--- src/sbc_pkg.sv ---
// Shared types and constants for the sector block cache tag controller.
package sbc_pkg;
    localparam int SLOT_COUNT = 64;
    localparam int SLOT_W = $clog2(SLOT_COUNT);
    localparam int BLOCK_BYTES = 512;
    localparam int BOFF_W = $clog2(BLOCK_BYTES);
    localparam int MAX_REQUEST_BYTES = 4096;
    localparam int PREFETCH_BYTES = 131072;
    localparam int CNT_W = 13;
    localparam int BLK_W = 23;
    localparam int SRC_W = 17;
    localparam int WIN_W = 18;

    localparam logic [1:0] K_PREFETCH = 2'd0;
    localparam logic [1:0] K_COPY     = 2'd1;
    localparam logic [1:0] K_FETCH    = 2'd2;
    localparam logic [1:0] K_SHORT    = 2'd3;

    localparam logic CMD_READ = 1'b0;
    localparam logic CMD_FILL = 1'b1;

    // Classified item handed from front to back.
    typedef struct packed {
        logic [1:0]  op;        // OP_* code
        logic [31:0] offset;
        logic [CNT_W-1:0] count;
        logic        inval;     // clear all tags first
        logic        fill_ok;
    } t_cmd;

    localparam logic [1:0] OP_SHORT0    = 2'd0; // zero count
    localparam logic [1:0] OP_PREFETCH  = 2'd1;
    localparam logic [1:0] OP_WALK      = 2'd2;
    localparam logic [1:0] OP_FILL      = 2'd3;

    typedef struct packed {
        logic [1:0]       kind;
        logic [SLOT_W-1:0] slot;
        logic [BLK_W-1:0] fetch_block;
        logic [SRC_W-1:0] source_offset;
        logic [CNT_W-1:0] dest_offset;
        logic [CNT_W-1:0] length;
        logic [CNT_W-1:0] delivered;
        logic             last;
    } t_res;
endpackage

--- src/sector_block_cache_round_robin_top.sv ---
// Top level of the sector block cache tag controller.
// Input channel: i_valid / o_stall with per-field ports; command 0 is a read
// request, command 1 a fill reply for the outstanding fetch.
// Output channel: o_valid / i_stall, one result item per handshake.
// Config: i_cfg_we / i_cfg_data write the prefetch window (bytes).
// An accepted item sits in the front classifier register until the back
// walker takes it. A short or prefetch result is loaded into the output
// register as the walker takes the item. A walk presents its pieces one per
// cycle while the receiver does not stall; the walker looks up one block per
// cycle and takes the next item only once the walk is done.
// A miss ends the walk with a fetch result; the walk resumes if the next fill
// reply is good, and a failed one ends it with a short result. A new request drops any outstanding fetch.
// Reset (synchronous, active low) clears all tags, the replacement pointer,
// file binding and window. When the receiver stalls the result holds in the
// output register and the walker and then the front stall in turn.
module sector_block_cache_round_robin_top (
    input  logic        i_clk,
    input  logic        i_rst_n,
    input  logic        i_valid,
    output logic        o_stall,
    input  logic        i_command,
    input  logic [15:0] i_file_handle,
    input  logic [31:0] i_file_size,
    input  logic [31:0] i_byte_offset,
    input  logic [12:0] i_byte_count,
    input  logic        i_fill_ok,
    input  logic        i_cfg_we,
    input  logic [17:0] i_cfg_data,
    output logic        o_valid,
    input  logic        i_stall,
    output logic [1:0]  o_kind,
    output logic [5:0]  o_slot,
    output logic [22:0] o_fetch_block,
    output logic [16:0] o_source_offset,
    output logic [12:0] o_dest_offset,
    output logic [12:0] o_length,
    output logic [12:0] o_delivered,
    output logic        o_last
);
    import sbc_pkg::*;

    logic q_valid, q_stall;
    t_cmd q_cmd;
    t_res res;

    sbc_front u_front (
        .i_clk, .i_rst_n, .i_valid, .o_stall, .i_command, .i_file_handle,
        .i_file_size, .i_byte_offset, .i_byte_count, .i_fill_ok, .i_cfg_we,
        .i_cfg_data, .o_q_valid(q_valid), .i_q_stall(q_stall), .o_q_cmd(q_cmd)
    );

    sbc_back u_back (
        .i_clk, .i_rst_n, .i_q_valid(q_valid), .o_q_stall(q_stall),
        .i_q_cmd(q_cmd), .o_valid, .i_stall, .o_res(res)
    );

    assign o_kind = res.kind;
    assign o_slot = res.slot;
    assign o_fetch_block = res.fetch_block;
    assign o_source_offset = res.source_offset;
    assign o_dest_offset = res.dest_offset;
    assign o_length = res.length;
    assign o_delivered = res.delivered;
    assign o_last = res.last;
endmodule

--- src/sbc_front.sv ---
// Front end: accepts items, checks count, file binding and prefetch window.
module sbc_front (
    input  logic              i_clk,
    input  logic              i_rst_n,
    input  logic              i_valid,
    output logic              o_stall,
    input  logic              i_command,
    input  logic [15:0]       i_file_handle,
    input  logic [31:0]       i_file_size,
    input  logic [31:0]       i_byte_offset,
    input  logic [12:0]       i_byte_count,
    input  logic              i_fill_ok,
    input  logic              i_cfg_we,
    input  logic [17:0]       i_cfg_data,
    output logic              o_q_valid,
    input  logic              i_q_stall,
    output sbc_pkg::t_cmd     o_q_cmd
);
    import sbc_pkg::*;

    logic [15:0]      r_fid;
    logic [31:0]      r_fsize;
    logic [WIN_W-1:0] r_window;
    logic             r_valid;
    t_cmd             r_cmd;
    t_cmd             n_cmd;
    logic [CNT_W-1:0] sat_cnt;
    logic [WIN_W-1:0] win;
    logic [32:0]      end_pos;
    logic             accept;

    assign o_stall = r_valid && i_q_stall;
    assign accept = i_valid && !o_stall;
    assign sat_cnt = (i_byte_count > CNT_W'(MAX_REQUEST_BYTES)) ?
                     CNT_W'(MAX_REQUEST_BYTES) : i_byte_count;
    assign win = (r_window > WIN_W'(PREFETCH_BYTES)) ? WIN_W'(PREFETCH_BYTES) : r_window;
    assign end_pos = {1'b0, i_byte_offset} + 33'(sat_cnt);

    always_comb begin
        n_cmd = '0;
        n_cmd.offset = i_byte_offset;
        n_cmd.count = sat_cnt;
        n_cmd.fill_ok = i_fill_ok;
        if (i_command == CMD_FILL) begin
            n_cmd.op = OP_FILL;
        end else if (i_byte_count == '0) begin
            n_cmd.op = OP_SHORT0;
        end else begin
            n_cmd.inval = (i_file_handle != r_fid) || (i_file_size != r_fsize);
            if (win != '0 && end_pos <= 33'(win)) n_cmd.op = OP_PREFETCH;
            else n_cmd.op = OP_WALK;
        end
    end

    always_ff @(posedge i_clk) begin
        if (!i_rst_n) begin
            r_fid <= '0;
            r_fsize <= '0;
            r_window <= '0;
            r_valid <= 1'b0;
        end else begin
            if (i_cfg_we) r_window <= i_cfg_data;
            if (accept) begin
                r_valid <= 1'b1;
                if (i_command == CMD_READ && i_byte_count != '0) begin
                    r_fid <= i_file_handle;
                    r_fsize <= i_file_size;
                end
            end else if (!i_q_stall) begin
                r_valid <= 1'b0;
            end
        end
    end

    always_ff @(posedge i_clk) begin
        if (accept) r_cmd <= n_cmd;
    end

    assign o_q_valid = r_valid;
    assign o_q_cmd = r_cmd;
endmodule

--- src/sbc_back.sv ---
// Back end: tag walk, round-robin allocation and result output register.
module sbc_back (
    input  logic              i_clk,
    input  logic              i_rst_n,
    input  logic              i_q_valid,
    output logic              o_q_stall,
    input  sbc_pkg::t_cmd     i_q_cmd,
    output logic              o_valid,
    input  logic              i_stall,
    output sbc_pkg::t_res     o_res
);
    import sbc_pkg::*;

    localparam logic [1:0] S_IDLE = 2'd0;
    localparam logic [1:0] S_WALK = 2'd1;

    logic [1:0]            r_state;
    logic [BLK_W-1:0]      r_tag [SLOT_COUNT];
    logic [SLOT_COUNT-1:0] r_tvalid;
    logic [SLOT_W-1:0]     r_ptr;
    logic                  r_pend;
    logic [31:0]           r_pos;
    logic [CNT_W-1:0]      r_rem;
    logic [CNT_W-1:0]      r_tot;
    logic [SLOT_W-1:0]     r_pslot;
    logic                  r_ovalid;
    t_res                  r_res;

    logic                  out_free;
    logic                  take;
    logic                  emit;
    logic [BLK_W-1:0]      cur_blk;
    logic [BOFF_W-1:0]     cur_off;
    logic [CNT_W-1:0]      can;
    logic                  hit;
    logic [SLOT_W-1:0]     hit_idx;

    assign out_free = !r_ovalid || !i_stall;
    assign take = i_q_valid && r_state == S_IDLE && out_free;
    assign o_q_stall = !(r_state == S_IDLE && out_free);

    // a result item is loaded into the output register this cycle
    assign emit = (take && (i_q_cmd.op == OP_SHORT0 || i_q_cmd.op == OP_PREFETCH ||
                            (i_q_cmd.op == OP_FILL && r_pend && !i_q_cmd.fill_ok))) ||
                  (r_state == S_WALK && r_rem != '0 && out_free);

    assign cur_blk = BLK_W'(r_pos >> BOFF_W);
    assign cur_off = r_pos[BOFF_W-1:0];

    always_comb begin
        logic [CNT_W-1:0] room;
        room = CNT_W'(BLOCK_BYTES) - CNT_W'(cur_off);
        can = (room > r_rem) ? r_rem : room;
    end

    // lowest matching valid slot
    always_comb begin
        hit = 1'b0;
        hit_idx = '0;
        for (int i = SLOT_COUNT - 1; i >= 0; i--) begin
            if (r_tvalid[i] && r_tag[i] == cur_blk) begin
                hit = 1'b1;
                hit_idx = SLOT_W'(i);
            end
        end
    end

    always_ff @(posedge i_clk) begin
        if (!i_rst_n) begin
            r_state <= S_IDLE;
            r_tvalid <= '0;
            r_ptr <= '0;
            r_pend <= 1'b0;
            r_pos <= '0;
            r_rem <= '0;
            r_tot <= '0;
            r_pslot <= '0;
            r_ovalid <= 1'b0;
        end else begin
            if (out_free) r_ovalid <= emit;
            unique case (r_state)
                S_IDLE: begin
                    if (take) begin
                        unique case (i_q_cmd.op)
                            OP_SHORT0: begin
                                r_pend <= 1'b0;
                                r_res <= '{kind: K_SHORT, last: 1'b1, default: '0};
                            end
                            OP_PREFETCH: begin
                                r_pend <= 1'b0;
                                if (i_q_cmd.inval) r_tvalid <= '0;
                                r_res <= '{kind: K_PREFETCH,
                                           source_offset: SRC_W'(i_q_cmd.offset),
                                           length: i_q_cmd.count,
                                           delivered: i_q_cmd.count,
                                           last: 1'b1, default: '0};
                            end
                            OP_WALK: begin
                                r_pend <= 1'b0;
                                if (i_q_cmd.inval) r_tvalid <= '0;
                                r_pos <= i_q_cmd.offset;
                                r_rem <= i_q_cmd.count;
                                r_tot <= '0;
                                r_state <= S_WALK;
                            end
                            OP_FILL: begin
                                if (r_pend) begin
                                    r_pend <= 1'b0;
                                    if (!i_q_cmd.fill_ok) begin
                                        r_res <= '{kind: K_SHORT, delivered: r_tot,
                                                   last: 1'b1, default: '0};
                                    end else begin
                                        r_tag[r_pslot] <= cur_blk;
                                        r_tvalid[r_pslot] <= 1'b1;
                                        r_state <= S_WALK;
                                    end
                                end
                            end
                            default: ;
                        endcase
                    end
                end
                S_WALK: begin
                    if (r_rem == '0) begin
                        r_state <= S_IDLE;
                    end else if (out_free) begin
                        if (hit) begin
                            r_res <= '{kind: K_COPY, slot: hit_idx,
                                       source_offset: SRC_W'(cur_off),
                                       dest_offset: r_tot, length: can,
                                       delivered: r_tot + can,
                                       last: (can == r_rem), default: '0};
                            r_tot <= r_tot + can;
                            r_rem <= r_rem - can;
                            r_pos <= r_pos + 32'(can);
                            if (can == r_rem) r_state <= S_IDLE;
                        end else begin
                            r_res <= '{kind: K_FETCH, slot: r_ptr, fetch_block: cur_blk,
                                       dest_offset: r_tot, delivered: r_tot,
                                       default: '0};
                            r_tvalid[r_ptr] <= 1'b0;
                            r_pslot <= r_ptr;
                            r_ptr <= r_ptr + 1'b1;
                            r_pend <= 1'b1;
                            r_state <= S_IDLE;
                        end
                    end
                end
                default: r_state <= S_IDLE;
            endcase
        end
    end

    assign o_valid = r_ovalid;
    assign o_res = r_res;

    a_pend_idle: assert property (@(posedge i_clk) disable iff (!i_rst_n)
        r_state == S_WALK |-> !r_pend) else $error("pending during walk");
    a_fetch_pend: assert property (@(posedge i_clk) disable iff (!i_rst_n)
        (r_state == S_WALK && out_free && r_rem != '0 && !hit) |=> r_pend)
        else $error("fetch without pending");
    a_ptr_adv: assert property (@(posedge i_clk) disable iff (!i_rst_n)
        (r_state == S_WALK && out_free && r_rem != '0 && !hit) |=>
        r_ptr == $past(r_ptr) + 1'b1) else $error("pointer not advanced");
endmodule

--- config.mk ---
export PLATFORM = sky130hd
export DESIGN_NAME = sector_block_cache_round_robin_top
export DESIGN_NICKNAME = d
export VERILOG_FILES = /design/src/sbc_pkg.sv /design/src/sector_block_cache_round_robin_top.sv /design/src/sbc_front.sv /design/src/sbc_back.sv
export SDC_FILE = /design/constraint.sdc
export NUM_CORES = 2
export LEC_CHECK = 0
export BUFFER_PORTS_ARGS = -buffer_cell sky130_fd_sc_hd__buf_2
export CAP_MARGIN = 10
export CORE_UTILIZATION = 66
export DETAILED_ROUTE_END_ITERATION = 10
export GPL_TIMING_DRIVEN = 0
export PLACE_DENSITY = 0.88
export SLEW_MARGIN = 5
export SYNTH_ARGS = -nofsm -noshare
export SYNTH_HDL_FRONTEND = slang
export SYNTH_HIERARCHICAL = 1
export SYNTH_SLANG_ARGS = --single-unit
--- constraint.sdc ---
create_clock -name i_clk -period 9.6 [get_ports i_clk]
set_input_delay 0.96 -clock i_clk [delete_from_list [all_inputs] [get_ports i_clk]]
set_output_delay 0.96 -clock i_clk [all_outputs]
set_load 0.01 [all_outputs]
## Yosys cells after proc, flatten, opt, wreduce, memory -nomap -nowiden

Memory sizes are Yosys's and may differ from the RTL's.
Cells that the tools add are included.

| cells by class | value |
|---|---|
| $add $sub $neg | 6 |
| order comparisons | 8 |
| equality and inequality tests | 86 |
| multiplexer cells | 196 |
| bitwise operators | 6 |
| reductions and logical operators | 107 |

Operators with widths:

| kind | count |
|---|---|
| == test 23 bit | 64 |
| two-way mux 88 bit | 6 |
| two-way mux 64 bit | 7 |
| two-way mux 6 bit | 64 |
| one-hot mux 88 bit (3 select lines) | 1 |
| one-hot mux 64 bit (2 select lines) | 2 |
| one-hot mux 88 bit (2 select lines) | 1 |
| two-way mux 32 bit | 5 |
| two-way mux 13 bit | 12 |
| two-way mux 1 bit | 80 |
| logical AND 1 bit | 78 |
| AND 64 bit | 1 |
| NOT 64 bit | 1 |
| bitwise OR 64 bit | 1 |
| one-hot mux 32 bit (2 select lines) | 1 |
| one-hot mux 13 bit (2 select lines) | 2 |
| adder 32 x 13 -> 33 bit | 1 |
| less-or-equal comparator 33 x 18 -> 1 bit | 1 |
| adder 32 x 13 -> 32 bit | 1 |
| != test 32 bit | 1 |
| zero test 13 bit | 2 |
| nonzero test 13 bit | 2 |
| greater-than comparator 18 bit (second input constant) | 1 |
| two-way mux 18 bit | 1 |
| 35 further kinds | 73 |

| word-level totals | value |
|---|---|
| register bits after elaboration | 342 |
| memory bits (writable) | 1472 |
| bits of input ports | 118 |
| output and inout port bits | 90 |
| word-level logic and storage cells | 436 |
| memories kept | 1 |

Memory list:

| memory | depth | width | rd ports | clocked after Yosys merged registers in | write ports | RTL line | text |
|---|---|---|---|---|---|---|---|
| u_back.r_tag | 64 | 23 | 64 | 0 | 1 | sbc_back.sv:18 | `logic [BLK_W-1:0] r_tag [SLOT_COUNT];` |

## Longest topological paths before layout

| logic depth | value |
|---|---|
| depth in word-level cells | 70 |
| gate-level depth with buffers | 32 |
| depth with buffers taken out | 31 |

## Cells and area by module

The synthesis kept the hierarchy.

Modules (own cells, without submodules):

| module | instances | cells an instance | area an instance (um^2) |
|---|---|---|---|
| sbc_back | 1 | 5219 | 74765.5 |
| sbc_front | 1 | 680 | 6432.4 |

## Least setup slack after synthesis

No wires, ideal clock.

| timing path | value |
|---|---|
| path kind | input port to flip-flop |
| from | in i_rst_n |
| to | reg u_back.r_res, in the netlist u_back/o_res[0], enable pin |
| library setup time | 535 ps |
| arrival | 5219 ps |
| data required time | 9065 ps |
| setup slack | 3846 ps |
| stages | 4 |
| path buffers | 2 |
| path through | clkbuf_1 clkbuf_1 o21ai_0 nor2_1 |

| between the ends | value |
|---|---|
| cells in the longest elaborated chain, start to end | 1 |

Ends and longest elaborated chain:

| element | RTL line | text |
|---|---|---|
| from (decl) | sector_block_cache_round_robin_top.sv:18 | `input logic i_rst_n,` |
| AND reduction 8 bit (no source line) | -- |  |
| to (signal assigned) | sbc_back.sv:92 | `r_res <= '{kind: K_PREFETCH,` |
| to (signal assigned) | sbc_back.sv:110 | `r_res <= '{kind: K_SHORT, delivered: r_tot,` |
| to (signal assigned) | sbc_back.sv:128 | `r_res <= '{kind: K_COPY, slot: hit_idx,` |
| to (decl) | sbc_back.sv:27 | `t_res r_res;` |

No other way between the ends.
A chain may end at the register's enable or synchronous reset.

## Final worst setup path

| timing path | value |
|---|---|
| from | reg u_back.r_pos[1] |
| to | reg u_back.r_pos[25] |

| between the ends | value |
|---|---|
| cells in the longest elaborated chain, start to end | 8 |

Ends and longest elaborated chain:

| element | RTL line | text |
|---|---|---|
| from (decl) | sbc_back.sv:22 | `logic [31:0] r_pos;` |
| from (signal assigned) | sbc_back.sv:101 | `r_pos <= i_q_cmd.offset;` |
| from (signal assigned) | sbc_back.sv:135 | `r_pos <= r_pos + 32'(can);` |
| subtractor 10 x 9 -> 11 bit | sbc_back.sv:52 | `room = CNT_W'(BLOCK_BYTES) - CNT_W'(cur_off);` |
| greater-than comparator 13 bit | sbc_back.sv:53 | `can = (room > r_rem) ? r_rem : room;` |
| two-way mux 13 bit | sbc_back.sv:53 |  |
| adder 32 x 13 -> 32 bit (*) | sbc_back.sv:135 |  |
| two-way mux 32 bit (*) | sbc_back.sv:127 | `if (hit) begin` |
| two-way mux 32 bit (*) | sbc_back.sv:126 | `end else if (out_free) begin` |
| two-way mux 32 bit (*) | sbc_back.sv:124 | `if (r_rem == '0) begin` |
| one-hot mux 32 bit (2 select lines) (*) | sbc_back.sv:81 | `unique case (r_state)` |

Every way passes the cells marked *; elsewhere a longest branch is shown, timed or not. The select of a mux whose other input is x is not followed.

==> metrics.txt <==
status=finished with violations; failing checks=design-rule violations; Synth Cell Area=0.0812 sq mm; post-CTS sizing=0; fin crit period=7230 ps; Slowest-stage cell, CP=a311oi_2; most frequent cells in the layout=1609 x edfxtp_1, 1050 x xor2_1, 531 x xnor2_1; H-Tree Depth=4; die area=0.124 sq mm; M3 GR Usage=20.1%; via count=57600; DRC violations left=2; final setup TNS=0 ps; # placed instances=7827; GR Util met1=59.2%; ratio of cells with drive above 1 in the final layout=13.6%; row cnt=128; synth warn=6; post-synthesis compound-gate area fraction=4.60%; GRT overflow=0; # setup viols final=0; post-synthesis async set-or-reset flop share=0%; Hold Buf Count CTS=0; Final Slew Violations=0; Slew HR=3.86%; pre-CTS setup slack=2570 ps; Post-CTS Setup Inserts=0; Power Dens Cells=185 mW/mm^2; largest net degree at the start of global routing=48; most common flop cell mapped by yosys=edfxtp_1; total power=0.0171 W; standby leakage power=32.2 nW; CP startpoint kind=flop; worst-skew pair later-pin latency=850 ps; register area share after synthesis=64.5%; initial antenna violation count=18; worst-path maximum fanout=10; combinational family with the most area after synthesis=XOR/XNOR gates; Tightest Pin Transition=1440 ps; Synth Register Bits=1813; type of the worst setup path=flop to flop; Peak supply drop=0.204 mV; post-synthesis mux area share=0.398%; vias in the first global route=55300; Die X=353 um; non-filler instance count after layout=8161; Fin. Hold Viols=0; skew final=27.7 ps; CTS tree=done; Max Clk Rate=138 MHz; height of the die=353 um; RePlAce Congestion=0.993; crit end category=flop; I/O pin cnt=208; synthesis-to-finish area growth=13.5%; Tcrit/Tclk final=75.3%; Sink Count=1813; Clock Tree Buf Depth=3; total global-route track usage=47.6%; GR Layer Usage met2=67.0%; DP Area=0.0864 sq mm; worst setup margin=2370 ps; xor/xnor cell area share of the yosys netlist=17.1%; Initial Utilization=66.6%; Hold Path Class=input pin to flop; Cells after Synth=5899; slowest stage delay, CP=700 ps; final WL=299 mm; Most Frequent Cell on Critical Path=a21oi_1; CTS buffer count=176; first-pass GRT wire length=408 mm; Vias/cell=7.05; Port-buffer cells=206; most used routing layer in global routing=met2; simple-gate share of the synthesized area=9.29%; commonest non-fill, non-tap cell in the layout=edfxtp_1; Final Cell Area=0.0921 sq mm; antenna violation net count after detailed routing=0; core area=0.122 sq mm; DR pass1 iterations=11; Worst Path Arrival=7950 ps; 1st-iter DRT viols=11300; wire per inst=36.6 um; max-capacitance violation count=0; clk root buf=clkbuf_16; clock transition at the registers of the reported paths=60 ps; Post-synth EDFFs=1609; unrepaired setup endpoints after global routing=no; hpwl dp=186 mm; synthesized area per cell=13.8 sq um; Critical Path RT=10320 ps; synth unique cells=91; NumNets Final=6584; Adder-Cell Fraction of Synth Area=1.36%
-- worst paths after layout --
| path | startpoint | to | slack, ps | cells past startpoint |
|---|---|---|---|---|
| max | u_back/r_pos[1] | u_back/r_pos[25] | 2370 | 31 |
| min reg2reg | u_front/r_fsize[3] | u_front/r_fsize[3] | 470 | 2 |
| max reg2reg | u_back/r_pos[1] | u_back/r_pos[25] | 2370 | 31 |
| min | i_fill_ok | u_front/o_q_cmd[0] | 320 | 1 |
-- Yosys cell counts (all sizes together) (10+ instances only) --
cell type | count | area, sq um
a21boi | 68 | 510
a21o | 19 | 145
a21oi | 153 | 766
a22oi | 21 | 158
a31oi | 10 | 62.6
and2 | 67 | 419
and3 | 22 | 150
buf | 217 | 1640
clkbuf | 87 | 338
dfxtp | 204 | 4080
edfxtp | 1609 | 48300
ha | 82 | 1030
inv | 66 | 248
mux2i | 30 | 300
nand2 | 287 | 1080
nand2b | 22 | 145
nand3 | 56 | 290
nand3b | 16 | 120
nand4 | 233 | 1460
nor2 | 228 | 871
nor2b | 68 | 425
nor3 | 28 | 155
nor4 | 280 | 1770
o211ai | 13 | 103
o21a | 10 | 75.1
o21ai | 247 | 1240
or3 | 65 | 407
xnor2 | 531 | 4650
xor2 | 1050 | 9200
-- flip-flops by register name, indices dropped and copies added, names as in the netlist, 6 cells and up --
name and count:
u_back/r_tag 1472, u_back/o_res 88, u_back/r_tvalid 64, u_front/o_q_cmd 49, u_back/r_pos 32, u_front/r_fsize 32, u_front/r_window 18, u_front/r_fid 16
u_back/r_rem 13, u_back/r_tot 13, u_back/r_pslot 6, u_back/r_ptr 6
-- cell families (layout without fill, tap and decap cells) --
logic type | after synthesis | in the layout
AOI/OAI and AO/OA | 614 | 614
xor gates and xnor gates | 1581 | 1581
adders and majority gates | 86 | 86
buffers and inverters | 371 | 993
DFF | 1813 | 1813
muxes | 32 | 32
other | 1 | 16
and+or+nand+nor | 1401 | 1401
-- layer usage --
layer	vias up	wire length, um
met5	-	332
met4	19	26400
met3	1597	54300
met2	6024	123000
met1	27600	94600
li1	22300	-
-- layout make-up --
type,instances,area [sq um]
sequential,1813,52500
clock inverter,90,891
multi-input combinational,3719,26700
timing repair buffer,299,2910
tap,1625,2030
inverter,66,248
clock buffer,233,4790
buffer,305,2000
antenna,11,27.5
fill,6863,29700
-- critical path, delay by kind of cell (launching register included) --
kind	cells	cell delay (ps)
AOI/OAI and AO/OA	16	3400
and+or+nand+nor	8	1180
adders and majority gates	3	1010
buffers and inverters	3	840
DFF	1	510
xor gates and xnor gates	1	170
-- metrics by stage --
step / utilization (%) / hold slack (ps)
2_1_floorplan: - / 437
4_1_cts: 75.6 / 287
5_1_grt: 75.6 / 300
3_5_place_dp: 70.9 / 455
6_report: 75.6 / 316
3_3_place_gp: 69.1 / 456
-- power breakdown --
group / total, W / switching [W] / internal, W
registers: 0.00871 / 0.000118 / 0.00859
clock network: 0.00698 / 0.00305 / 0.00392
logic: 0.00138 / 0.000945 / 0.000437
total: 0.0171 / 0.00412 / 0.0130
Power figures use the tool's default switching activity.
